--- src/gsw_pkg.sv ---
// Shared types, constants and the Gaussian weight table for the window filter.
package gsw_pkg;

  localparam int unsigned MaxWidthDef  = 2048;
  localparam int unsigned MaxHeightDef = 2048;
  localparam int unsigned RawLines     = 8;
  localparam int unsigned LineBits     = 3;
  localparam int unsigned JobDepth     = 4;
  localparam int unsigned ResDepth     = 2;

  localparam int unsigned CfgIdxW  = 2;
  localparam int unsigned CfgDataW = 12;

  localparam logic [CfgIdxW-1:0] CFG_FILTER_MODE  = 2'd0;
  localparam logic [CfgIdxW-1:0] CFG_FRAME_WIDTH  = 2'd1;
  localparam logic [CfgIdxW-1:0] CFG_FRAME_HEIGHT = 2'd2;

  localparam logic [1:0] MODE_COPY = 2'd0;
  localparam logic [1:0] MODE_BLUR = 2'd1;
  localparam logic [1:0] MODE_EDGE = 2'd2;

  localparam logic KIND_PIXEL = 1'b0;
  localparam logic KIND_DRAIN = 1'b1;

  localparam logic [1:0]          FilterModeRst  = MODE_BLUR;
  localparam logic [CfgDataW-1:0] FrameWidthRst  = 12'd640;
  localparam logic [CfgDataW-1:0] FrameHeightRst = 12'd480;

  // Floor divide by 273 as multiply by 122911 and shift by 25; exact for sums
  // up to 273*255.
  localparam int unsigned AccW       = 17;
  localparam int unsigned RecipW     = 17;
  localparam int unsigned RecipShift = 25;
  localparam logic [RecipW-1:0] GaussRecip = 17'd122911;

  localparam int unsigned PixW = 24;

  typedef struct packed {
    logic       item_kind;
    logic [7:0] blue_in;
    logic [7:0] green_in;
    logic [7:0] red_in;
  } pix_in_t;

  typedef struct packed {
    logic [7:0] blue_out;
    logic [7:0] green_out;
    logic [7:0] red_out;
    logic       last_pixel;
  } pix_out_t;

  typedef enum logic [2:0] {
    B_IDLE,
    B_READ,
    B_FLUSH,
    B_DIV,
    B_SUM,
    B_OUT
  } back_state_e;

  // 5x5 kernel 1 4 7 4 1 / 4 16 26 16 4 / 7 26 41 26 7, symmetric about the center.
  function automatic logic [5:0] gauss_weight(input logic [2:0] s, input logic [2:0] t);
    logic [1:0] ds;
    logic [1:0] dt;
    logic [1:0] lo;
    logic [1:0] hi;
    logic [5:0] w;
    ds = (s >= 3'd2) ? 2'(s - 3'd2) : 2'(3'd2 - s);
    dt = (t >= 3'd2) ? 2'(t - 3'd2) : 2'(3'd2 - t);
    lo = (ds < dt) ? ds : dt;
    hi = (ds < dt) ? dt : ds;
    case ({lo, hi})
      4'b0000: w = 6'd41;
      4'b0001: w = 6'd26;
      4'b0010: w = 6'd7;
      4'b0101: w = 6'd16;
      4'b0110: w = 6'd4;
      default: w = 6'd1;
    endcase
    return w;
  endfunction

endpackage

--- src/gsw_front.sv ---
// Input side: position counters, raw line writes, release decision and job issue.
module gsw_front #(
  parameter int unsigned MaxWidth  = gsw_pkg::MaxWidthDef,
  parameter int unsigned MaxHeight = gsw_pkg::MaxHeightDef
) (
  input  logic                                  clk_i,
  input  logic                                  rst_ni,
  input  logic                                  push_i,
  input  gsw_pkg::pix_in_t                      item_i,
  output logic                                  full_o,
  input  logic [1:0]                            mode_i,
  input  logic [$clog2(MaxWidth):0]             width_i,
  input  logic [$clog2(MaxHeight):0]            height_i,
  output logic                                  ram_we_o,
  output logic [gsw_pkg::LineBits+$clog2(MaxWidth)-1:0] ram_waddr_o,
  output logic [gsw_pkg::PixW-1:0]              ram_wdata_o,
  input  logic                                  pend_vld_i,
  input  logic [$clog2(MaxHeight):0]            pend_row_i,
  input  logic                                  pend_epoch_i,
  input  logic                                  job_full_i,
  output logic                                  job_push_o,
  output logic [$clog2(MaxHeight)+$clog2(MaxWidth)+3:0] job_o
);
  import gsw_pkg::*;

  localparam int unsigned CW  = $clog2(MaxWidth) + 1;
  localparam int unsigned RW  = $clog2(MaxHeight) + 1;
  localparam int unsigned CAW = $clog2(MaxWidth);

  logic [CW-1:0] ic_q, ic_d, oc_q, oc_d;
  logic [RW-1:0] ir_q, ir_d, or_q, or_d;
  logic          ep_q, ep_d;

  logic [CW-1:0] n_ic, n_oc, w_ic, e_oc, tc;
  logic [RW-1:0] n_ir, n_or, w_ir, e_or, tr;
  logic          n_ep;
  logic [1:0]    k;
  logic          hazard, accept, is_pix, drop, ready, emit, last;

  always_comb begin
    // Normalize: wrap columns, hold the input row at the height, close a finished frame.
    n_ic = ic_q;
    n_ir = ir_q;
    n_oc = oc_q;
    n_or = or_q;
    n_ep = ep_q;
    if (n_ic >= width_i) begin
      n_ic = '0;
      n_ir = n_ir + 1'b1;
    end
    if (n_ir > height_i) begin
      n_ir = height_i;
    end
    if (n_oc >= width_i) begin
      n_oc = '0;
      n_or = n_or + 1'b1;
    end
    if (n_or >= height_i) begin
      n_ic = '0;
      n_ir = '0;
      n_oc = '0;
      n_or = '0;
      n_ep = ~ep_q;
    end

    // Stall while the oldest pending job may still read the line this write reuses.
    hazard = pend_vld_i &&
             ((pend_epoch_i != n_ep) ||
              ({1'b0, n_ir} >= ({1'b0, pend_row_i} + (RW+1)'(5))));
    full_o = job_full_i | hazard;
    accept = push_i & ~full_o;

    is_pix = (item_i.item_kind == KIND_PIXEL);
    drop   = is_pix && (n_ir >= height_i);

    w_ic = n_ic;
    w_ir = n_ir;
    if (is_pix && !drop) begin
      w_ic = n_ic + 1'b1;
      if (w_ic >= width_i) begin
        w_ic = '0;
        w_ir = n_ir + 1'b1;
      end
    end

    k = (mode_i == MODE_COPY) ? 2'd0 : ((mode_i == MODE_BLUR) ? 2'd2 : 2'd3);
    tr = n_or + RW'(k);
    tc = n_oc + CW'(k);
    if (tc > width_i - 1'b1) begin
      tc = width_i - 1'b1;
    end
    ready = (w_ir >= height_i) || (w_ir > tr) || ((w_ir == tr) && (w_ic > tc));
    emit  = accept && !drop && ready;
    last  = (n_or == height_i - 1'b1) && (n_oc == width_i - 1'b1);

    ic_d = w_ic;
    ir_d = w_ir;
    oc_d = n_oc;
    or_d = n_or;
    ep_d = n_ep;
    if (emit) begin
      e_oc = n_oc + 1'b1;
      e_or = n_or;
      if (e_oc >= width_i) begin
        e_oc = '0;
        e_or = n_or + 1'b1;
      end
      oc_d = e_oc;
      or_d = e_or;
      if (e_or >= height_i) begin
        ic_d = '0;
        ir_d = '0;
        oc_d = '0;
        or_d = '0;
        ep_d = ~n_ep;
      end
    end else begin
      e_oc = n_oc;
      e_or = n_or;
    end
  end

  assign ram_we_o    = accept && is_pix && !drop;
  assign ram_waddr_o = {n_ir[LineBits-1:0], n_ic[CAW-1:0]};
  assign ram_wdata_o = {item_i.blue_in, item_i.green_in, item_i.red_in};
  assign job_push_o  = emit;
  assign job_o       = {n_ep, last, n_or, n_oc};

  always_ff @(posedge clk_i or negedge rst_ni) begin
    if (!rst_ni) begin
      ic_q <= '0;
      ir_q <= '0;
      oc_q <= '0;
      or_q <= '0;
      ep_q <= 1'b0;
    end else if (accept) begin
      ic_q <= ic_d;
      ir_q <= ir_d;
      oc_q <= oc_d;
      or_q <= or_d;
      ep_q <= ep_d;
    end
  end

`ifndef SYNTHESIS
  a_push_has_room: assert property (@(posedge clk_i) disable iff (!rst_ni)
    job_push_o |-> !job_full_i && !hazard)
    else $error("job issued without queue room");
  a_write_in_frame: assert property (@(posedge clk_i) disable iff (!rst_ni)
    ram_we_o |-> (n_ic < width_i) && push_i)
    else $error("line write outside the row");
  a_no_job_on_drop: assert property (@(posedge clk_i) disable iff (!rst_ni)
    (accept && drop) |-> !job_push_o && !ram_we_o)
    else $error("dropped pixel produced work");
`endif

endmodule

--- config.mk ---
export PLATFORM = sky130hd
export DESIGN_NAME = gsw_front
export DESIGN_NICKNAME = d
export VERILOG_FILES = /design/src/gsw_pkg.sv /design/src/gsw_front.sv
export SDC_FILE = /design/constraint.sdc
export NUM_CORES = 1
export LEC_CHECK = 0
export ABC_AREA = 1
export BUFFER_PORTS_ARGS = -buffer_cell sky130_fd_sc_hd__clkbuf_2
export CAP_MARGIN = 5
export CELL_PAD_IN_SITES_DETAIL_PLACEMENT = 0
export CELL_PAD_IN_SITES_GLOBAL_PLACEMENT = 2
export CORE_UTILIZATION = 36
export DETAILED_ROUTE_END_ITERATION = 8
export PLACE_DENSITY = 0.95
export SLEW_MARGIN = 40
export SYNTH_ARGS = -nofsm -noshare
export SYNTH_HDL_FRONTEND = slang
export SYNTH_SLANG_ARGS = --single-unit
--- constraint.sdc ---
create_clock -name clk_i -period 14.52 [get_ports clk_i]
set_input_delay 1.452 -clock clk_i [delete_from_list [all_inputs] [get_ports clk_i]]
set_output_delay 1.452 -clock clk_i [all_outputs]
set_load 0.01 [all_outputs]
==> reports/results.ini <==
[die]
top_level_ports=136
die_area_um2=30300
coreArea_um2=28900
dieHeight_um=174
rows=62
initial_utilization_pct=36.8
fp.dieW_um=174

[outcome]
status=complete, no violations

[critical_path]
r2r_end=or_q[2]
slowest_delay_ns=0.52
critPathKind=primary input to primary output
critPathLaunch=width_i[6]
cp.required_ns=13.07
critPathMostFrequentCell=nand2_1
r2r_cells=51
rr_startpoint=oc_q[5]
critPathArrivalTime_ns=10.27
endpoint=job_push_o
path_max_fanout=33
end_kind=primary output
regToRegSetupSlack_ns=4.87
slowest_stage=inv_4
critPathLaunchType=primary input

[final_layout]
nNetsFinal=1930
finish.utilization_pct=39.2
antenna_cells=0
layout-drive-gt1-share_pct=12.5
syn2layout_area_growth_pct=6.53
nFillCells=3106

[placed_design]
gp_congestion=0.928
portBuffers=87
post-dp-hpwl_mm=28.5

[global_routing]
grt_util_all_layers_pct=23.1
antenna_found_initial=0
grt_remaining_overflow=0
grt_pass1_vias=10100
grt_pass1_wl_mm=55.1
grt_max_degree=59

[sta]
worst_pin_slew_ns=0.819
rsz0062_at_grt=false
hold_viol=0
setup_viol=0
clock.fmax_mhz=85.3
finalMaxSlewViolations=0
setup_tns_ns=0
finClkSkew_ns=0.00503
slew_headroom_pct=45.2
fin_crit_ns=11.72
min_period_over_period_pct=80.7

[drt]
vias=10700
route.detailed.drc=0
routed_wl_mm=34.8
antenna_left=0
dr.pass1.iters=7
routed_via_density=5.16
first_iter_violations=817
wire_per_inst_um=16.8

[synth]
async_flop_share_pct=100
synth_ff_type=dfrtp_1
synth_cells=1649
yosysUniqueCellTypes=55
yosysSeqAreaShare_pct=11.5
synth-seq-cells=49
synth.avg_cell_area_um2=6.46
syn_nets=1889
synth_edf_count=0
yosysWarningCount=0
netlist_area_um2=10700

[power]
leakage_nw=6.22
vdd.ir_drop.worst_uv=124
pwr_density_cell_nw_per_um2=240

[cts]
ctsResizeCount=0
clkSinkCount=49
clock_latency_ns=0.30
numCtsBuffers=5
cts_hold_buf=0
cts_htree_levels=2
postCtsSetupRepairBufs=0
cts_root_buf=clkbuf_16
clk_pin_slew_ns=0.07
clock_path_buffers=2
cts_tree=built

[job]
cap_violations=0

[min_path]
hold_path_class=register to register

==> sequential cells by signal, indices dropped and copies added (netlist names) <==
signal and cells:
ic_q 12, ep_q 1, ir_q 12, oc_q 12, or_q 12
==> per-layer routing <==
metal	global-route usage, %	vias up	wire length, µm
met4	5.48	0	673
met3	3.06	40	2250
met2	38.8	362	15900
met5	0	-	0
met1	31.3	4904	16000
li1	-	5403	-
==> cells in the final DEF (no fill, tap or decap), drive strengths merged, types with 3 or more instances in the layout <==
master    n
ha      169
dfrtp    49
or2       9
a211oi    4
nor2    144
nand3   149
xor2     84
xnor2    10
o22ai     6
and2      5
nand3b    3
nand4    29
nand2   489
o21a      5
a21oi    92
nor3     32
buf       6
a21boi   21
clkbuf   94
o21ai    49
inv     228
==> cell families (layout without fill, tap and decap cells) <==
| logic type | Yosys count | count (layout) | share of synthesized area [%] |
|---|---|---|---|
| AND/OR/NAND/NOR | 864 | 864 | 38.1 |
| buffers and inverters | 288 | 329 | 11.9 |
| AO/OA/AOI/OAI | 183 | 183 | 10.3 |
| adder cells (fa/ha/maj) | 171 | 171 | 20.2 |
| XOR/XNOR | 94 | 94 | 8.01 |
| flip-flops | 49 | 49 | 11.5 |
==> metrics by stage <==
stage / area, µm² / setup slack (ns) / std cells / hold WS [ns] / power (W)
floorplan: 10700 / 5.20 / 1649 / 0.449 / 0.00199
global placement: 11200 / 3.02 / 2067 / 0.467 / 0.00256
detailed placement: 11200 / 2.87 / 2067 / 0.479 / 0.00259
CTS: 11300 / 2.82 / 2074 / 0.494 / 0.00273
global route: 11300 / 1.87 / 2074 / 0.549 / 0.00304
finish: 11300 / 2.80 / 2074 / 0.491 / 0.00272
==> power breakdown <==
| group | leakage [nW] | switching [W] | internal, W |
|---|---|---|---|
| Clock | 0.0700 | 0.0000555 | 0.0000680 |
| Sequential | 0.622 | 0.0000618 | 0.000186 |
| Combinational | 5.52 | 0.00161 | 0.000744 |
==> final cells by class <==
| type | instances | area (µm²) | area share (%) |
|---|---|---|---|
| inverter | 229 | 862 | 7.60 |
| sequential | 49 | 1230 | 10.8 |
| timing repair buffer | 93 | 480 | 4.23 |
| tap | 384 | 480 | 4.23 |
| clock buffer | 7 | 143 | 1.26 |
| multi-input combinational | 1312 | 8160 | 71.9 |
==> critical path: cells and delay by family <==
family	cells	cell delay, ns
buf+inv	11	2.22
xor+xnor	1	0.17
compound gates	5	1.03
fa+ha+maj	5	1.41
simple gates	28	3.93
==> synthesized netlist by cell type (5+ instances only) <==
library cell / instances / area (µm²)
a21boi_1: 17 / 128
a21oi_1: 83 / 415
a21oi_4: 5 / 81.3
and2_1: 5 / 31.3
buf_2: 10 / 50.1
buf_4: 32 / 240
buf_6: 5 / 56.3
clkbuf_1: 11 / 41.3
dfrtp_1: 49 / 1230
ha_1: 169 / 2110
inv_1: 218 / 818
inv_2: 9 / 33.8
nand2_1: 469 / 1760
nand2_2: 14 / 87.6
nand2_4: 5 / 56.3
nand3_1: 132 / 661
nand3_2: 16 / 160
nand4_1: 28 / 175
nor2_1: 106 / 398
nor2_2: 19 / 119
nor2_4: 16 / 180
nor3_1: 24 / 120
nor3_2: 6 / 60.1
o21a_1: 5 / 37.5
o21ai_0: 37 / 185
o21ai_1: 11 / 55.1
o22ai_1: 6 / 37.5
or2_0: 5 / 31.3
xnor2_1: 10 / 87.6
xor2_1: 80 / 701
==> worst min path at each step <==
stage | end | cells past startpoint | slack [ns] | start
after floorplan | oc_q[0] | 2 | 0.45 | oc_q[0]
after global placement | oc_q[0] | 2 | 0.47 | oc_q[0]
after detailed placement | oc_q[0] | 2 | 0.48 | oc_q[0]
after CTS | oc_q[0] | 2 | 0.49 | oc_q[0]
after global routing | oc_q[0] | 2 | 0.55 | oc_q[0]
final | oc_q[0] | 2 | 0.49 | oc_q[0]
(Power assumes the default switching activity.)
