### src/gsw_fifo.sv
// Small register queue with first-word fall-through read.
module gsw_fifo #(
  parameter int unsigned Width = 8,
  parameter int unsigned Depth = 4
) (
  input  logic             clk_i,
  input  logic             rst_ni,
  input  logic             push_i,
  input  logic [Width-1:0] data_i,
  output logic             full_o,
  input  logic             pop_i,
  output logic [Width-1:0] data_o,
  output logic             empty_o
);

  localparam int unsigned PtrW = $clog2(Depth);
  localparam int unsigned CntW = $clog2(Depth + 1);

  logic [Width-1:0] mem_q [Depth];
  logic [PtrW-1:0]  wr_q, wr_d, rd_q, rd_d;
  logic [CntW-1:0]  cnt_q, cnt_d;
  logic             do_push, do_pop;

  assign full_o  = (cnt_q == CntW'(Depth));
  assign empty_o = (cnt_q == '0);
  assign data_o  = mem_q[rd_q];
  assign do_push = push_i & ~full_o;
  assign do_pop  = pop_i & ~empty_o;

  always_comb begin
    wr_d  = do_push ? ((wr_q == PtrW'(Depth - 1)) ? '0 : wr_q + 1'b1) : wr_q;
    rd_d  = do_pop ? ((rd_q == PtrW'(Depth - 1)) ? '0 : rd_q + 1'b1) : rd_q;
    cnt_d = cnt_q + CntW'(do_push) - CntW'(do_pop);
  end

  always_ff @(posedge clk_i or negedge rst_ni) begin
    if (!rst_ni) begin
      wr_q  <= '0;
      rd_q  <= '0;
      cnt_q <= '0;
    end else begin
      wr_q  <= wr_d;
      rd_q  <= rd_d;
      cnt_q <= cnt_d;
    end
  end

  always_ff @(posedge clk_i) begin
    if (do_push) begin
      mem_q[wr_q] <= data_i;
    end
  end

endmodule

### config.mk
export PLATFORM = sky130hd
export DESIGN_NAME = gsw_fifo
export DESIGN_NICKNAME = d
export VERILOG_FILES = /design/src/gsw_fifo.sv
export SDC_FILE = /design/constraint.sdc
export NUM_CORES = 1
export LEC_CHECK = 0
export ABC_AREA = 1
export BUFFER_PORTS_ARGS = -buffer_cell sky130_fd_sc_hd__buf_4
export CAP_MARGIN = 0
export CORE_MARGIN = 4
export CORE_UTILIZATION = 56
export DETAILED_ROUTE_END_ITERATION = 7
export GPL_ROUTABILITY_DRIVEN = 0
export HOLD_SLACK_MARGIN = 0.03
export PLACE_DENSITY = 0.77
export SYNTH_ARGS = -nofsm -noshare
export SYNTH_HDL_FRONTEND = slang
export SYNTH_SLANG_ARGS = --single-unit
### constraint.sdc
create_clock -name clk_i -period 2.35 [get_ports clk_i]
set_input_delay 0.47 -clock clk_i [delete_from_list [all_inputs] [get_ports clk_i]]
set_output_delay 0.47 -clock clk_i [all_outputs]
set_load 0.02 [all_outputs]
==> results of run 1 <==
registers in the layout, indices dropped and copies added, names as in the netlist:
name,cells
cnt_q,3
mem_q,32
rd_q,2
wr_q,2
final cells by class:
type / instances / area [sq um]
Sequential cell: 39 / 1136
Fill cell: 236 / 982.2
Clock buffer: 5 / 37.54
Multi-Input combinational cell: 77 / 452.9
Clock inverter: 3 / 38.79
Tap cell: 44 / 55.05
Inverter: 30 / 112.6
Timing Repair Buffer: 28 / 212.7
synthesized netlist by cell type:
| cell | n | area share (%) |
|---|---|---|
| nand2_4 | 1 | 0.64 |
| fa_1 | 1 | 1.1 |
| inv_1 | 30 | 6.4 |
| nand3b_1 | 1 | 0.43 |
| nor2_2 | 1 | 0.36 |
| buf_6 | 5 | 3.2 |
| nand2_1 | 39 | 8.3 |
| edfxtp_1 | 32 | 55 |
| nor2_1 | 6 | 1.3 |
| dfrtp_1 | 7 | 10 |
| o211ai_2 | 1 | 0.71 |
| nand3_1 | 4 | 1.1 |
| o211ai_1 | 15 | 6.4 |
| nand2_2 | 1 | 0.36 |
| ha_1 | 7 | 5.0 |
critical path, stage by stage (launching register included):
cell and delay (ns):
dfrtp_1 0.42, nor2_2 0.15, nand2_1 0.11, nand2_1 0.11, inv_1 0.05, ha_1 0.26
inv_1 0.04, ha_1 0.18, fa_1 0.37, nand3b_1 0.17, nand2_1 0.07
power by group through the flow:
| stage | registers (mW) | clock network [mW] | logic (mW) |
|---|---|---|---|
| final | 1.00 | 0.417 | 1.08 |
| after global routing | 1.02 | 0.467 | 1.23 |
| after CTS | 1.00 | 0.432 | 1.11 |
| after detailed placement | 1.02 | 0 | 1.10 |
| after global placement | 1.01 | 0 | 1.06 |
| after floorplan | 1.01 | 0 | 0.782 |
cells by family after synthesis:
family | Yosys count
fa+ha+maj | 8
simple gates | 53
compound gates | 16
flops | 39
buf+inv | 35
per-layer routing:
layer | GRT usage (%) | up-vias | wire [microns]
li1 | - | 555 | -
met1 | 17.67 | 517 | 1160
met2 | 29.03 | 19 | 1555
met3 | 4.921 | 4 | 103
met4 | 7.817 | 0 | 44
met5 | 0 | - | 0
path summary, 6_finish.rpt:
check | startpoint | to | slack [ns]
max | cnt_q[1] | cnt_q[2] | 0.38
min | data_i[3] | mem_q[1][3] | 0.33
max reg2reg | cnt_q[1] | cnt_q[2] | 0.38
min reg2reg | cnt_q[0] | cnt_q[0] | 0.55
max in group asynchronous | rst_ni | cnt_q[0] | 1.75
min in group asynchronous | rst_ni | rd_q[1] | 0.47
through the flow:
step                      area, sq um  utilization (%)  setup slack (ns)
final                            2046            67.56            0.3752
after global routing             2046            67.56            0.2473
after CTS                        2046            67.56            0.3669
after detailed placement         1959            64.71            0.3869
after global placement           1959            64.71            0.4626
after floorplan                  1758                -            0.5088
layout by cell type, fill, tap and decap left out, drive strengths merged:
cell,instances
buf,27
bufinv,1
clkbuf,5
clkinv,2
dfrtp,7
dlygate4sd3,1
edfxtp,32
fa,1
ha,7
inv,30
nand2,41
nand3,4
nand3b,1
nor2,7
o211ai,16
==> impl_metrics.ini, run 1 <==
[floorplanning]
die_w_microns = 64.03
rows = 20
io_pins = 22
start_util_pct = 58.06
coreArea_sq_um = 3028
dieArea_sq_um = 4100
dieHeight_microns = 64.03

[pwr]
ir_drop_v = 0.0005880
power.density_nw_per_um2 = 1223
power.switching_mw = 0.9303
leakagePower_nw = 0.9250
switching_share_pct = 37.18
p_int_mw = 1.572
finalPower_mw = 2.502
pwr-share-comb_pct = 43.3
seqPwrFrac_pct = 40.0
pwr-share-clk_pct = 16.7

[timing]
rsz0062_at_grt = no
max_slew_margin_pct = 77.70
worst_slew_pin_slew_ns = 0.3345
period_share_pct = 84.03
max_freq_ghz = 0.5064
fin_tns_setup_ns = 0
slew_viol_final = 0
clock-skew-final_ns = 0.009238
period_minus_slack_ns = 1.975
hold_violations = 0
setup_viol = 0
fin_hold_ws_ns = 0.3333

[synth]
synth_area_sq_um = 1758
synth.distinct_cells = 15
yosysWarningCount = 0
synth_seq_area_share_pct = 64.63
syn_area_per_cell_sq_um = 11.64
yosys.area_share.simple_pct = 12.53
synthesis.nets = 171
synth_seq_cells = 39
synth_top_family_by_area = simple AND/OR/NAND/NOR gates
synth-adder-area-share_pct = 6.121
syn_inst = 151
synth_mux_area_share_pct = 0
synth_compound_area_share_pct = 7.117
synth_xor_area_share_pct = 0

[placed_design]
dp_cells = 217
portBuffers = 21
hpwl_mm = 2.048

[cells_and_area]
fin_nets = 201
fin_cells = 226
layout-drive-gt1-share_pct = 20.88
area_growth_pct = 16.37
antennaDiodeCount = 0

[drt]
postRouteAntennaNets = 0
post-route-drc-count = 0
first_iter_violations = 43
vias_per_cell = 4.845
vias = 1095
wire_per_inst_microns = 12.67
drt-total-wl_mm = 2.863
drt-pass1-iter-count = 4

[critical_path]
cp.required_ns = 2.62
start_kind = register
path_max_fanout = 4
end_kind = register
reg2reg_depth = 10
critPathKind = register to register
arrival_ns = 2.25

[clock_tree]
clock_latency_ns = 0.33
cts_tree = yes
post_cts_buffers = 0
ctsResizeCount = 0
cts-root-buf = clkbuf_4
postCtsHoldBufs = 1
clkSinkCount = 39
clk_pin_slew_ns = 0.12
clockBufferDepth = 2
numCtsBuffers = 5
htreeDepth = 2

[grt]
grt_max_degree = 36
grt_pass1_vias = 1095
grtUsageTotal_pct = 16.39
antenna_found_initial = 0
grt_overflow = 0
grt_pass1_wl_mm = 4.947

[hold_path]
hold_depth = 1
holdCritPathClass = primary input to register

[job]
maxCapViolations = 0

[outcome]
outcome = finished, final reports clean
(Power assumes the default switching activity.)
==> inputs of run 2 (changes only) <==
- CORE_UTILIZATION: 56 -> 51
- PLACE_DENSITY: 0.77 -> 0.74
- clock period: 2.35 -> 1.65 ns (I/O delays scaled with it)
==> impl_metrics.ini, run 2 (synthesis results as in run 1) <==
[timing]
worst_slew_pin_slew_ns = 0.1609
setup_viol = 10
slew_viol_final = 0
max_freq_ghz = 0.5450
period_share_pct = 111.2
hold_violations = 0
clock-skew-final_ns = 0.002554
rsz0062_at_grt = yes
setup_ws_ns = -0.1848
fin_hold_ws_ns = 0.1841
period_minus_slack_ns = 1.835
max_slew_margin_pct = 89.23

[drt]
drt-pass1-iter-count = 4
vias = 1153
vias_per_cell = 4.784
wire_per_inst_microns = 13.00
drt-total-wl_mm = 3.133
first_iter_violations = 46
postRouteAntennaNets = 0
post-route-drc-count = 0

[clock_tree]
clkSinkCount = 39
cts-root-buf = clkbuf_4
numCtsBuffers = 5
cts_tree = yes
clock_latency_ns = 0.34
clk_pin_slew_ns = 0.11
htreeDepth = 2
clockBufferDepth = 2

[outcome]
failed_checks = negative setup slack
outcome = complete, but fails checks

[critical_path]
critPathKind = register to output pin
cp_top_family = buffers and inverters
critPathMaxStageDelay_ns = 0.40
arrival_ns = 1.50
path_cells = nor2_2 -> nand2_2 -> buf_4 -> buf_4 -> buf_4 -> inv_2 -> buf_6
r2r_start = cnt_q[0]
end_kind = output pin
reg2reg_depth = 10
start_kind = register
critPathBufInv = 5
rrSetupSlack_ns = -0.18
critPathMostFrequentCell = buf_4
path_max_fanout = 3
cp.required_ns = 1.32
crit_slowest_cell = dfrtp_1
timing.rr.end = cnt_q[2]

[placed_design]
hpwl_mm = 2.186
portBuffers = 21
dp_cells = 228

[pwr]
p_int_mw = 2.407
ir_drop_v = 0.0008108
seqPwrFrac_pct = 36.8
leakagePower_nw = 0.9867
power.density_nw_per_um2 = 1756
switching_share_pct = 38.21
pwr-share-clk_pct = 12.0
finalPower_mw = 3.895
power.switching_mw = 1.488
pwr-share-comb_pct = 51.1

[cells_and_area]
area_growth_pct = 26.19
top_register = mem_q
antennaDiodeCount = 0
largest_reg_flops = 32
final_cell_mix = nand2_1 (37), edfxtp_1 (32), buf_4 (28), inv_1 (25), o211ai_1 (15)
fin_cells = 241
layout_commonest_cell = nand2_1
layout-drive-gt1-share_pct = 31.79
fin_nets = 214
largest_registers = mem_q x32, cnt_q x3

[hold_path]
holdCritPathClass = primary input to register
whs_endpoint = mem_q[1][3]
hold_depth = 1
worstHoldStart = data_i[3]

[grt]
grtUsageTotal_pct = 15.85
grt_pass1_vias = 1198
grt_pass1_wl_mm = 5.071
grt_overflow = 0
antenna_found_initial = 0
grt_max_degree = 36

[floorplanning]
start_util_pct = 52.68
die_w_microns = 66.71
coreArea_sq_um = 3337
io_pins = 22
rows = 21
dieArea_sq_um = 4450
dieHeight_microns = 66.71

[job]
maxCapViolations = 0
[run 2: worst register-to-register path: stages, from the launching register on]
cell	delay, ns
dfrtp_1	0.40
nor2_2	0.16
nand2_2	0.08
nand2_2	0.09
inv_2	0.05
ha_4	0.25
inv_2	0.04
ha_4	0.15
fa_2	0.35
nand3b_1	0.16
nand2_1	0.06
[run 2: worst max-delay path by stage]
stage	cells after the start	slack, ns	to	from
2_1_floorplan	10	-0.13	cnt_q[2]	cnt_q[0]
5_1_grt	10	-0.29	cnt_q[2]	cnt_q[0]
3_3_place_gp	10	-0.08	cnt_q[2]	cnt_q[0]
6_report	7	-0.18	empty_o	cnt_q[0]
4_1_cts	10	-0.18	cnt_q[2]	cnt_q[1]
3_5_place_dp	10	-0.16	cnt_q[2]	cnt_q[0]
[run 2: power groups by stage]
| stage | Sequential (mW) | Clock [mW] | Combinational, mW |
|---|---|---|---|
| 3_5_place_dp | 1.46 | 0 | 1.74 |
| 5_1_grt | 1.46 | 0.520 | 2.20 |
| 3_3_place_gp | 1.44 | 0 | 1.67 |
| 4_1_cts | 1.44 | 0.488 | 1.91 |
| 2_1_floorplan | 1.43 | 0 | 1.12 |
| 6_report | 1.43 | 0.469 | 1.99 |
[run 2: layout make-up]
cell class	count	area, sq um
Timing Repair Buffer	41	364.1
Tap cell	46	57.56
Multi-Input combinational cell	77	490.5
Clock buffer	5	37.54
Sequential cell	39	1136
Fill cell	256	1119
Clock inverter	3	20.02
Inverter	30	112.6
[run 2: repair_timing]
| item | 4_1_cts | 5_1_grt |
|---|---|---|
| pin swaps | 2 | 17 |
| hold buffers | 1 | 0 |
| resized for setup | 13 | 8 |
| setup endpoints to repair | 11 | 12 |
| buffers inserted | 1 | 3 |
| hold endpoints to repair | 7 | 0 |
[run 2: per-layer routing]
metal  GRT usage [%]  vias up  part of all wire, %
met5               0        -                    0
met4           7.614        0                  1.8
met3           3.710        7                  3.5
met2           29.83       17                   55
met1           16.16      547                   40
li1                -      582                    -
[run 2: through the flow]
stage / util (%) / cell area, sq um / TNS, ns / setup WS (ns)
floorplan: - / 1763 / -0.2419 / -0.1337
global placement: 61.34 / 2047 / -0.1287 / -0.07891
detailed placement: 61.34 / 2047 / -0.2688 / -0.1619
CTS: 64.87 / 2165 / -0.6672 / -0.1836
global route: 66.48 / 2218 / -1.494 / -0.2857
finish: 66.48 / 2218 / -0.6068 / -0.1848
==> inputs of run 3 (changes only) <==
- SETUP_SLACK_MARGIN: unset -> 0.2
==> impl_metrics.ini, run 3 (synthesis results as in run 1) <==
[timing]
setup_ws_ns = -0.1871
max_slew_margin_pct = 88.61
max_freq_ghz = 0.5443
slew_viol_final = 0
hold_violations = 0
setup_viol = 10
worst_slew_pin_slew_ns = 0.1709
period_share_pct = 111.3
clock-skew-final_ns = 0.001735
rsz0062_at_grt = yes
period_minus_slack_ns = 1.837

[critical_path]
r2r_start = cnt_q[0]
timing.rr.end = cnt_q[2]
path_max_fanout = 3
crit_start = cnt_q[0]
reg2reg_depth = 10
critPathKind = register to output pin
cp.required_ns = 1.32
arrival_ns = 1.51
cp-endpoint = empty_o
start_kind = register
rrSetupSlack_ns = -0.18
end_kind = output pin

[cells_and_area]
largest_registers = mem_q x32, cnt_q x3
largest_reg_flops = 32
fin_util_pct = 67.04
fin_nets = 214
design_area_sq_um = 2237
layout-drive-gt1-share_pct = 33.33
antennaDiodeCount = 0
final_cell_mix = nand2_1 (37), edfxtp_1 (32), inv_1 (25), buf_4 (25), o211ai_1 (15)
layout_commonest_cell = nand2_1
area_growth_pct = 27.26
top_register = mem_q

[floorplanning]
io_pins = 22
die_w_microns = 66.71
dieArea_sq_um = 4450
rows = 21
dieHeight_microns = 66.71
start_util_pct = 52.68
coreArea_sq_um = 3337

[job]
maxCapViolations = 0

[placed_design]
hpwl_mm = 2.186
portBuffers = 21
pre_cts_ws_ns = -0.1619
placed_area_sq_um = 2047

[drt]
drt-pass1-iter-count = 4
wire_per_inst_microns = 13.24
vias_per_cell = 4.855
drt-total-wl_mm = 3.191
first_iter_violations = 41
vias = 1170
post-route-drc-count = 0
postRouteAntennaNets = 0

[grt]
antenna_found_initial = 0
grtUsageTotal_pct = 15.88
grt_pass1_wl_mm = 5.085
grt_pass1_vias = 1202
grt_overflow = 0
grt_max_degree = 36

[clock_tree]
htreeDepth = 2
clockBufferDepth = 2
cts-root-buf = clkbuf_4
clkSinkCount = 39
numCtsBuffers = 5
clk_pin_slew_ns = 0.11
clock_latency_ns = 0.34
cts_tree = yes

[pwr]
power.density_nw_per_um2 = 1757
ir_drop_v = 0.0008140
leakagePower_nw = 0.9890

[outcome]
failed_checks = negative setup slack
outcome = complete, but fails checks

[hold_path]
holdCritPathClass = primary input to register
==> run 3: power breakdown <==
group          internal (mW)  switching [mW]
Sequential              1.32           0.111
Combinational          0.936            1.09
Clock                  0.163           0.309
Total                   2.42            1.51
==> run 3: final cells by class <==
class,count,area [sq um]
inverter,30,112.6
clock buffer,5,37.54
clock inverter,3,20.02
sequential,39,1136
tap,46,57.56
multi-input combinational,77,498.0
fill,249,1100
timing repair buffer,41,375.4
==> run 3: repair_timing <==
| item | in CTS | in global routing |
|---|---|---|
| buffers inserted | 1 | 3 |
| gates resized for setup | 15 | 12 |
| endpoints found under the setup margin | 12 | 31 |
| pin swaps | 2 | 17 |
| hold buffers | 1 | 0 |
| hold endpoints to repair | 7 | 0 |
==> run 3: how the worst min path moves through the flow <==
stage | startpoint | endpoint | depth (start not counted)
after global routing | data_i[3] | mem_q[3][3] | 1
after global placement | rst_ni | wr_q[0] | 1
after detailed placement | rst_ni | wr_q[0] | 1
after CTS | data_i[3] | mem_q[1][3] | 1
final | data_i[3] | mem_q[1][3] | 1
after floorplan | rst_ni | cnt_q[0] | 0
==> run 3: metal layers <==
metal	wire length [microns]	GRT usage, %	vias up
li1	-	-	582
met1	1267	16.28	560
met2	1754	29.83	21
met4	57	7.614	0
met3	113	3.710	7
met5	0	0	-
==> run 3: critical path, cell delays in order (launching register included) <==
cell and delay [ns]:
dfrtp_1 0.40, nor2_2 0.16, nand2_2 0.08, buf_4 0.13, buf_4 0.12, buf_4 0.13, inv_2 0.04, buf_6 0.10
==> run 3: through the flow <==
stage                     instances  hold WS [ns]  TNS, ns  total power, mW
after global routing            241        0.1682   -1.494            4.211
final                           241        0.1829  -0.6153            3.930
after floorplan                 151       0.03441  -0.2419            2.555
after CTS                       238        0.1731  -0.6672            3.844
after global placement          228        0.1486  -0.1287            3.102
after detailed placement        228        0.1516  -0.2688            3.198
