[src/gsw_pkg.sv]
// Shared types, constants and the Gaussian weight table for the window filter.
package gsw_pkg;

  localparam int unsigned MaxWidthDef  = 2048;
  localparam int unsigned MaxHeightDef = 2048;
  localparam int unsigned RawLines     = 8;
  localparam int unsigned LineBits     = 3;
  localparam int unsigned JobDepth     = 4;
  localparam int unsigned ResDepth     = 2;

  localparam int unsigned CfgIdxW  = 2;
  localparam int unsigned CfgDataW = 12;

  localparam logic [CfgIdxW-1:0] CFG_FILTER_MODE  = 2'd0;
  localparam logic [CfgIdxW-1:0] CFG_FRAME_WIDTH  = 2'd1;
  localparam logic [CfgIdxW-1:0] CFG_FRAME_HEIGHT = 2'd2;

  localparam logic [1:0] MODE_COPY = 2'd0;
  localparam logic [1:0] MODE_BLUR = 2'd1;
  localparam logic [1:0] MODE_EDGE = 2'd2;

  localparam logic KIND_PIXEL = 1'b0;
  localparam logic KIND_DRAIN = 1'b1;

  localparam logic [1:0]          FilterModeRst  = MODE_BLUR;
  localparam logic [CfgDataW-1:0] FrameWidthRst  = 12'd640;
  localparam logic [CfgDataW-1:0] FrameHeightRst = 12'd480;

  // Floor divide by 273 as multiply by 122911 and shift by 25; exact for sums
  // up to 273*255.
  localparam int unsigned AccW       = 17;
  localparam int unsigned RecipW     = 17;
  localparam int unsigned RecipShift = 25;
  localparam logic [RecipW-1:0] GaussRecip = 17'd122911;

  localparam int unsigned PixW = 24;

  typedef struct packed {
    logic       item_kind;
    logic [7:0] blue_in;
    logic [7:0] green_in;
    logic [7:0] red_in;
  } pix_in_t;

  typedef struct packed {
    logic [7:0] blue_out;
    logic [7:0] green_out;
    logic [7:0] red_out;
    logic       last_pixel;
  } pix_out_t;

  typedef enum logic [2:0] {
    B_IDLE,
    B_READ,
    B_FLUSH,
    B_DIV,
    B_SUM,
    B_OUT
  } back_state_e;

  // 5x5 kernel 1 4 7 4 1 / 4 16 26 16 4 / 7 26 41 26 7, symmetric about the center.
  function automatic logic [5:0] gauss_weight(input logic [2:0] s, input logic [2:0] t);
    logic [1:0] ds;
    logic [1:0] dt;
    logic [1:0] lo;
    logic [1:0] hi;
    logic [5:0] w;
    ds = (s >= 3'd2) ? 2'(s - 3'd2) : 2'(3'd2 - s);
    dt = (t >= 3'd2) ? 2'(t - 3'd2) : 2'(3'd2 - t);
    lo = (ds < dt) ? ds : dt;
    hi = (ds < dt) ? dt : ds;
    case ({lo, hi})
      4'b0000: w = 6'd41;
      4'b0001: w = 6'd26;
      4'b0010: w = 6'd7;
      4'b0101: w = 6'd16;
      4'b0110: w = 6'd4;
      default: w = 6'd1;
    endcase
    return w;
  endfunction

endpackage

[src/gsw_back.sv]
// Output side: runs one job at a time over the raw line store with a shared MAC.
module gsw_back #(
  parameter int unsigned MaxWidth  = gsw_pkg::MaxWidthDef,
  parameter int unsigned MaxHeight = gsw_pkg::MaxHeightDef
) (
  input  logic                                  clk_i,
  input  logic                                  rst_ni,
  input  logic [1:0]                            mode_i,
  input  logic [$clog2(MaxWidth):0]             width_i,
  input  logic [$clog2(MaxHeight):0]            height_i,
  input  logic                                  job_empty_i,
  input  logic [$clog2(MaxHeight)+$clog2(MaxWidth)+3:0] job_i,
  output logic                                  job_pop_o,
  output logic [gsw_pkg::LineBits+$clog2(MaxWidth)-1:0] ram_raddr_o,
  input  logic [gsw_pkg::PixW-1:0]              ram_rdata_i,
  output logic                                  busy_o,
  output logic [$clog2(MaxHeight):0]            row_o,
  output logic                                  epoch_o,
  input  logic                                  res_full_i,
  output logic                                  res_push_o,
  output gsw_pkg::pix_out_t                     res_o
);
  import gsw_pkg::*;

  localparam int unsigned CW  = $clog2(MaxWidth) + 1;
  localparam int unsigned RW  = $clog2(MaxHeight) + 1;
  localparam int unsigned CAW = $clog2(MaxWidth);
  localparam int unsigned SRW = RW + 2;
  localparam int unsigned SCW = CW + 2;
  localparam int unsigned GW  = 11;
  localparam int unsigned PW  = AccW + RecipW;

  back_state_e state_q, state_d;

  logic [RW-1:0] jrow_q;
  logic [CW-1:0] jcol_q;
  logic          jlast_q, jep_q;
  logic [1:0]    nbr_a_q, nbr_b_q;
  logic [2:0]    tap_s_q, tap_t_q;
  logic          tap_vld_q;
  logic [5:0]    tap_w_q;
  logic [AccW-1:0]  acc_q [3];
  logic [PW-1:0]    prod_q [3];
  logic signed [GW-1:0] gx_q [3];
  logic signed [GW-1:0] gy_q [3];

  logic is_copy, is_blur;
  logic signed [SRW-1:0] crow, trow, off_r;
  logic signed [SCW-1:0] ccol, tcol, off_c;
  logic center_in, tap_in, tap_ok, last_tap, last_nbr;
  logic [2:0] s_start;
  logic [7:0] blur [3];
  logic [7:0] val [3];
  logic [13:0] mac [3];
  logic [4:0] eighth [3];
  logic [5:0] quarter [3];
  logic signed [GW-1:0] ax [3];
  logic signed [GW-1:0] ay [3];
  logic [GW:0] mag [3];

  assign is_copy = (mode_i == MODE_COPY);
  assign is_blur = (mode_i == MODE_BLUR);

  always_comb begin
    off_r = '0;
    off_c = '0;
    if (!is_copy && !is_blur) begin
      off_r = $signed({{(SRW-2){1'b0}}, nbr_a_q}) - $signed(SRW'(1));
      off_c = $signed({{(SCW-2){1'b0}}, nbr_b_q}) - $signed(SCW'(1));
    end
    crow = $signed({2'b00, jrow_q}) + off_r;
    ccol = $signed({2'b00, jcol_q}) + off_c;
    trow = crow + $signed({{(SRW-3){1'b0}}, tap_s_q}) - $signed(SRW'(2));
    tcol = ccol + $signed({{(SCW-3){1'b0}}, tap_t_q}) - $signed(SCW'(2));
    center_in = (crow >= 0) && (crow < $signed({2'b00, height_i})) &&
                (ccol >= 0) && (ccol < $signed({2'b00, width_i}));
    tap_in    = (trow >= 0) && (trow < $signed({2'b00, height_i})) &&
                (tcol >= 0) && (tcol < $signed({2'b00, width_i}));
    tap_ok    = center_in && tap_in;
    last_tap  = is_copy || ((tap_s_q == 3'd4) && (tap_t_q == 3'd4));
    last_nbr  = (nbr_a_q == 2'd2) && (nbr_b_q == 2'd2);
    s_start   = is_copy ? 3'd2 : 3'd0;
  end

  assign ram_raddr_o = {trow[LineBits-1:0], tcol[CAW-1:0]};

  always_comb begin
    for (int ch = 0; ch < 3; ch++) begin
      mac[ch]     = tap_w_q * ram_rdata_i[PixW-1-8*ch -: 8];
      blur[ch]    = prod_q[ch][RecipShift +: 8];
      eighth[ch]  = blur[ch][7:3];
      quarter[ch] = blur[ch][7:2];
      ax[ch]      = gx_q[ch][GW-1] ? -gx_q[ch] : gx_q[ch];
      ay[ch]      = gy_q[ch][GW-1] ? -gy_q[ch] : gy_q[ch];
      mag[ch]     = {1'b0, ax[ch]} + {1'b0, ay[ch]};
      if (is_copy) begin
        val[ch] = acc_q[ch][7:0];
      end else if (is_blur) begin
        val[ch] = blur[ch];
      end else begin
        val[ch] = mag[ch][7:0];
      end
    end
  end

  always_comb begin
    state_d    = state_q;
    job_pop_o  = 1'b0;
    res_push_o = 1'b0;
    unique case (state_q)
      B_IDLE: begin
        if (!job_empty_i) begin
          job_pop_o = 1'b1;
          state_d   = B_READ;
        end
      end
      B_READ: begin
        if (last_tap) begin
          state_d = B_FLUSH;
        end
      end
      B_FLUSH: begin
        state_d = is_copy ? B_OUT : B_DIV;
      end
      B_DIV: begin
        state_d = B_SUM;
      end
      B_SUM: begin
        state_d = (is_blur || last_nbr) ? B_OUT : B_READ;
      end
      B_OUT: begin
        if (!res_full_i) begin
          res_push_o = 1'b1;
          state_d    = B_IDLE;
        end
      end
      default: state_d = B_IDLE;
    endcase
  end

  always_ff @(posedge clk_i or negedge rst_ni) begin
    if (!rst_ni) begin
      state_q   <= B_IDLE;
      tap_vld_q <= 1'b0;
    end else begin
      state_q   <= state_d;
      tap_vld_q <= (state_q == B_READ) && tap_ok;
    end
  end

  always_ff @(posedge clk_i) begin
    tap_w_q <= is_copy ? 6'd1 : gauss_weight(tap_s_q, tap_t_q);
    for (int ch = 0; ch < 3; ch++) begin
      if (tap_vld_q) begin
        acc_q[ch] <= acc_q[ch] + AccW'(mac[ch]);
      end
      prod_q[ch] <= acc_q[ch] * GaussRecip;
    end
    unique case (state_q)
      B_IDLE: begin
        {jep_q, jlast_q, jrow_q, jcol_q} <= job_i;
        nbr_a_q <= '0;
        nbr_b_q <= '0;
        tap_s_q <= s_start;
        tap_t_q <= s_start;
        for (int ch = 0; ch < 3; ch++) begin
          acc_q[ch] <= '0;
          gx_q[ch]  <= '0;
          gy_q[ch]  <= '0;
        end
      end
      B_READ: begin
        // Advance over the 5x5 window in raster order.
        if (tap_t_q == 3'd4) begin
          tap_t_q <= '0;
          tap_s_q <= tap_s_q + 1'b1;
        end else begin
          tap_t_q <= tap_t_q + 1'b1;
        end
      end
      B_SUM: begin
        for (int ch = 0; ch < 3; ch++) begin
          // Hold the blur sum so the quotient survives a stalled output.
          if (!is_blur) begin
            acc_q[ch] <= '0;
          end
          if (nbr_a_q != 2'd1) begin
            if (nbr_a_q == 2'd0) begin
              gx_q[ch] <= gx_q[ch] + ((nbr_b_q == 2'd1) ? $signed(GW'(quarter[ch]))
                                                        : $signed(GW'(eighth[ch])));
            end else begin
              gx_q[ch] <= gx_q[ch] - ((nbr_b_q == 2'd1) ? $signed(GW'(quarter[ch]))
                                                        : $signed(GW'(eighth[ch])));
            end
          end
          if (nbr_b_q != 2'd1) begin
            if (nbr_b_q == 2'd2) begin
              gy_q[ch] <= gy_q[ch] + ((nbr_a_q == 2'd1) ? $signed(GW'(quarter[ch]))
                                                        : $signed(GW'(eighth[ch])));
            end else begin
              gy_q[ch] <= gy_q[ch] - ((nbr_a_q == 2'd1) ? $signed(GW'(quarter[ch]))
                                                        : $signed(GW'(eighth[ch])));
            end
          end
        end
        tap_s_q <= '0;
        tap_t_q <= '0;
        if (nbr_b_q == 2'd2) begin
          nbr_b_q <= '0;
          nbr_a_q <= nbr_a_q + 1'b1;
        end else begin
          nbr_b_q <= nbr_b_q + 1'b1;
        end
      end
      default: begin
      end
    endcase
  end

  assign busy_o  = (state_q != B_IDLE);
  assign row_o   = jrow_q;
  assign epoch_o = jep_q;

  assign res_o.blue_out   = val[0];
  assign res_o.green_out  = val[1];
  assign res_o.red_out    = val[2];
  assign res_o.last_pixel = jlast_q;

`ifndef SYNTHESIS
  a_tap_from_read: assert property (@(posedge clk_i) disable iff (!rst_ni)
    tap_vld_q |-> $past(state_q == B_READ))
    else $error("tap valid outside a read sweep");
  a_pop_starts_read: assert property (@(posedge clk_i) disable iff (!rst_ni)
    job_pop_o |=> (state_q == B_READ) && !tap_vld_q)
    else $error("job pop did not start a sweep");
  a_push_then_idle: assert property (@(posedge clk_i) disable iff (!rst_ni)
    res_push_o |=> (state_q == B_IDLE))
    else $error("result pushed but job not retired");
`endif

endmodule
[config.mk]
export PLATFORM = sky130hd
export DESIGN_NAME = gsw_back
export DESIGN_NICKNAME = d
export VERILOG_FILES = /design/src/gsw_pkg.sv /design/src/gsw_back.sv
export SDC_FILE = /design/constraint.sdc
export NUM_CORES = 2
export LEC_CHECK = 0
export BUFFER_PORTS_ARGS = -buffer_cell sky130_fd_sc_hd__buf_2
export CORE_UTILIZATION = 60
export DETAILED_ROUTE_END_ITERATION = 10
export PLACE_DENSITY = 0.89
export SYNTH_ARGS = -nofsm -noshare
export SYNTH_HDL_FRONTEND = slang
export SYNTH_SLANG_ARGS = --single-unit
[constraint.sdc]
create_clock -name clk_i -period 7.44 [get_ports clk_i]
set_input_delay 0 -clock clk_i [delete_from_list [all_inputs] [get_ports clk_i]]
set_output_delay 0 -clock clk_i [all_outputs]
set_load 0.01 [all_outputs]
==> summary.md <==
| Metric | Value |
|---|---|
| Outcome | completed |
| Fin crit share | 0.828 |
| H-tree levels | 4 |
| Worst r2r src | nbr_b_q[0] |
| Final setup fails | 0 |
| Row cnt | 85 |
| Root buffer cell | clkbuf_16 |
| HPWL after detailed placement | 64300 um |
| Initial Util | 0.609 |
| Most frequent cells in the layout | inv_1 (704), ha_1 (647), fa_1 (336) |
| Area of the core | 53900 um^2 |
| ANT nets after route | 0 |
| YS warnings | 0 |
| CP startpoint | nbr_b_q[0] |
| Worst Hold Class | input pin to flip-flop |
| Slew Limit Fails | 0 |
| Routed wire length | 78700 um |
| EDFF count, synth | 102 |
| Hold Startpoint | ram_rdata_i[8] |
| Die Ht | 236 um |
| Total grt overflow | 0 |
| Residual DRC | 0 |
| R2R cell count | 27 |
| Fraction of the yosys area taken by sequential cells | 0.146 |
| Final #Nets | 4797 |
| Static leakage | 19.2 nW |
| IO buf count | 134 |
| Setup Crit Path Kind | flip-flop to flip-flop |
| CTS clk-pin slew, worst paths | 80 ps |
| Hold buffers post-CTS | 31 |
| Worst Path Max Fanout | 14 |
| CP Launch Type | flip-flop |
| Worst setup slack after layout | 1280 ps |
| Distinct cell type count after synthesis | 88 |
| Tmin final | 6160 ps |
| TNS Setup | 0 ps |
| Syn Inst Count | 3619 |
| Hold Path Stages | 5 |
| Main flop type after synthesis | edfxtp_1 |
| Pre-antenna DRT Iters | 8 |
| Async S/R FF share, synth | 0.0214 |
| First-pass GRT wire length | 130000 um |
| Final hold vios | 0 |
| FF+latch count, synth | 187 |
| Synthesized area | 32900 um^2 |
| Gpl congestion | 0.960 |
| DP Worst Slack | 1370 ps |
| Non-filler instance count after layout | 4445 |
| Critical Path RT | 7850 ps |
| Max clock buf depth | 2 |
| Layout area overhead | 6.69% |
| Largest net degree at the start of global routing | 59 |
| Worst-Skew Late Latency | 500 ps |
| Worst-margin pin slew | 1100 ps |
| Arr. time, crit path | 6570 ps |
| RSZ-0062 raised after global routing | false |
| Clock Skew | 10.8 ps |
| Fmax achieved | 0.162 GHz |
| Ratio of cells with drive above 1 in the final layout | 0.0611 |
| Peak VDD IR | 0.390 mV |
| Initial antenna violation count | 4 |
| TritonCTS clock tree | done |
| Post-CTS sizing | 0 |
| Net Count, Synth | 4682 |
| Vias in the first global route | 26900 |
| Post-CTS setup repair buffer count | 0 |
| Commonest non-fill, non-tap cell in the layout | inv_1 |
| Post-DR wirelength/cell | 17.7 um |
| PD cells | 377 nW/um^2 |
| DR iter-0 viols | 1864 |
| CTS Buf Count | 17 |
| Syn avg cell area | 9.08 um^2 |
| GR Util All Layers | 0.289 |
| I/O pin count | 135 |
| Number of max-cap violations | 0 |
| Placed Instances | 4380 |
| Chip Width | 236 um |
| CP Capture Type | flip-flop |
| Sink Count | 187 |
| Vias/cell | 5.82 |
| Die ar. | 55700 um^2 |
| Via count | 25900 |
| Slew HR | 0.266 |
==> report_power, final <==
group | internal, W | switching (W) | leakage, nW | total, W
registers | 0.00154 | 0.000520 | 1.70 | 0.00206
clock network | 0.000451 | 0.000503 | 0.283 | 0.000954
logic | 0.00430 | 0.00590 | 17.2 | 0.0102
==> cell type report <==
cell class	count	area (um^2)
fillers	4072	18900
well taps	696	871
multi-input cells	2643	25100
repair buffers	181	1100
diodes	2	5.00
clock inverters	14	125
clock buffers	18	439
flip-flops and latches	187	4790
inverters	704	2640
==> metrics by stage <==
stage | area (um^2) | hold WS [ps] | power, W | util
floorplan | 32900 | -296 | 0.00938 | -
global placement | 34200 | -179 | 0.0116 | 0.634
detailed placement | 34200 | -180 | 0.0120 | 0.634
CTS | 35000 | 85.0 | 0.0131 | 0.650
global route | 35000 | 137 | 0.0145 | 0.650
finish | 35000 | 96.1 | 0.0132 | 0.650
==> worst max-delay path, stage by stage (launching register included) <==
cell,delay (ps)
edfxtp_1,420
inv_1,140
ha_1,150
and2_1,510
ha_1,380
a21o_1,190
a21oi_1,220
o21bai_1,100
a21oi_1,250
nor2b_1,90
o21a_1,190
nor2_1,110
xnor2_1,190
inv_1,110
ha_1,370
o311a_1,150
o21a_1,190
o21ai_0,270
nor2b_1,210
xnor2_1,80
ha_1,190
nor4b_1,270
nand2_1,90
a221oi_1,230
o2111ai_1,150
nor4_1,340
o21ai_0,190
nor4_2,280
==> cell usage after synthesis (61+ instances only) <==
| master | number | area (um^2) |
|---|---|---|
| xnor2_1 | 155 | 1360 |
| and2_1 | 73 | 457 |
| nand2_1 | 251 | 942 |
| fa_1 | 336 | 6730 |
| nor2_1 | 195 | 732 |
| o21ai_0 | 129 | 646 |
| ha_1 | 647 | 8100 |
| a21o_1 | 66 | 495 |
| inv_1 | 704 | 2640 |
| clkbuf_1 | 72 | 270 |
| a21oi_1 | 189 | 946 |
| edfxtp_1 | 102 | 3060 |
| dfxtp_1 | 81 | 1620 |
| mux2i_1 | 61 | 611 |
==> final timing paths <==
path / endpoint / slack, ps
max: tap_vld_q / 1280
max reg2reg: tap_vld_q / 1280
min in group asynchronous: state_q[2] / 430
min: acc_q[0][17] / 100
min reg2reg: nbr_a_q[0] / 640
max in group asynchronous: tap_vld_q / 6800
==> sequential cells by signal, summed over array words and instances (netlist names), 3 cells and up <==
| register | count |
|---|---|
| acc_q | 51 |
| gx_q | 33 |
| gy_q | 33 |
| jcol_q | 12 |
| prod_q | 24 |
| row_o | 12 |
| state_q | 3 |
| tap_s_q | 3 |
| tap_t_q | 3 |
| tap_w_q | 6 |
==> metal layers <==
layer  global-route usage  part of all wire  vias to the layer above  wire (um)
li1                     -                 -                    12200          -
met1                0.357              0.41                    12600      31900
met2                0.502              0.49                      878      38400
met3               0.0447             0.064                      213       5010
met4                0.124             0.042                        2       3310
met5                    0           0.00017                        -         13
==> logic make-up after synthesis <==
kind of cell	after synthesis	share of synthesized area
adders and majority gates	983	0.451
buffers and inverters	789	0.0912
and+or+nand+nor	759	0.111
AOI/OAI and AO/OA	608	0.119
xor gates and xnor gates	219	0.0593
DFF	187	0.146
muxes	74	0.0230
(Power assumes the default switching activity.)
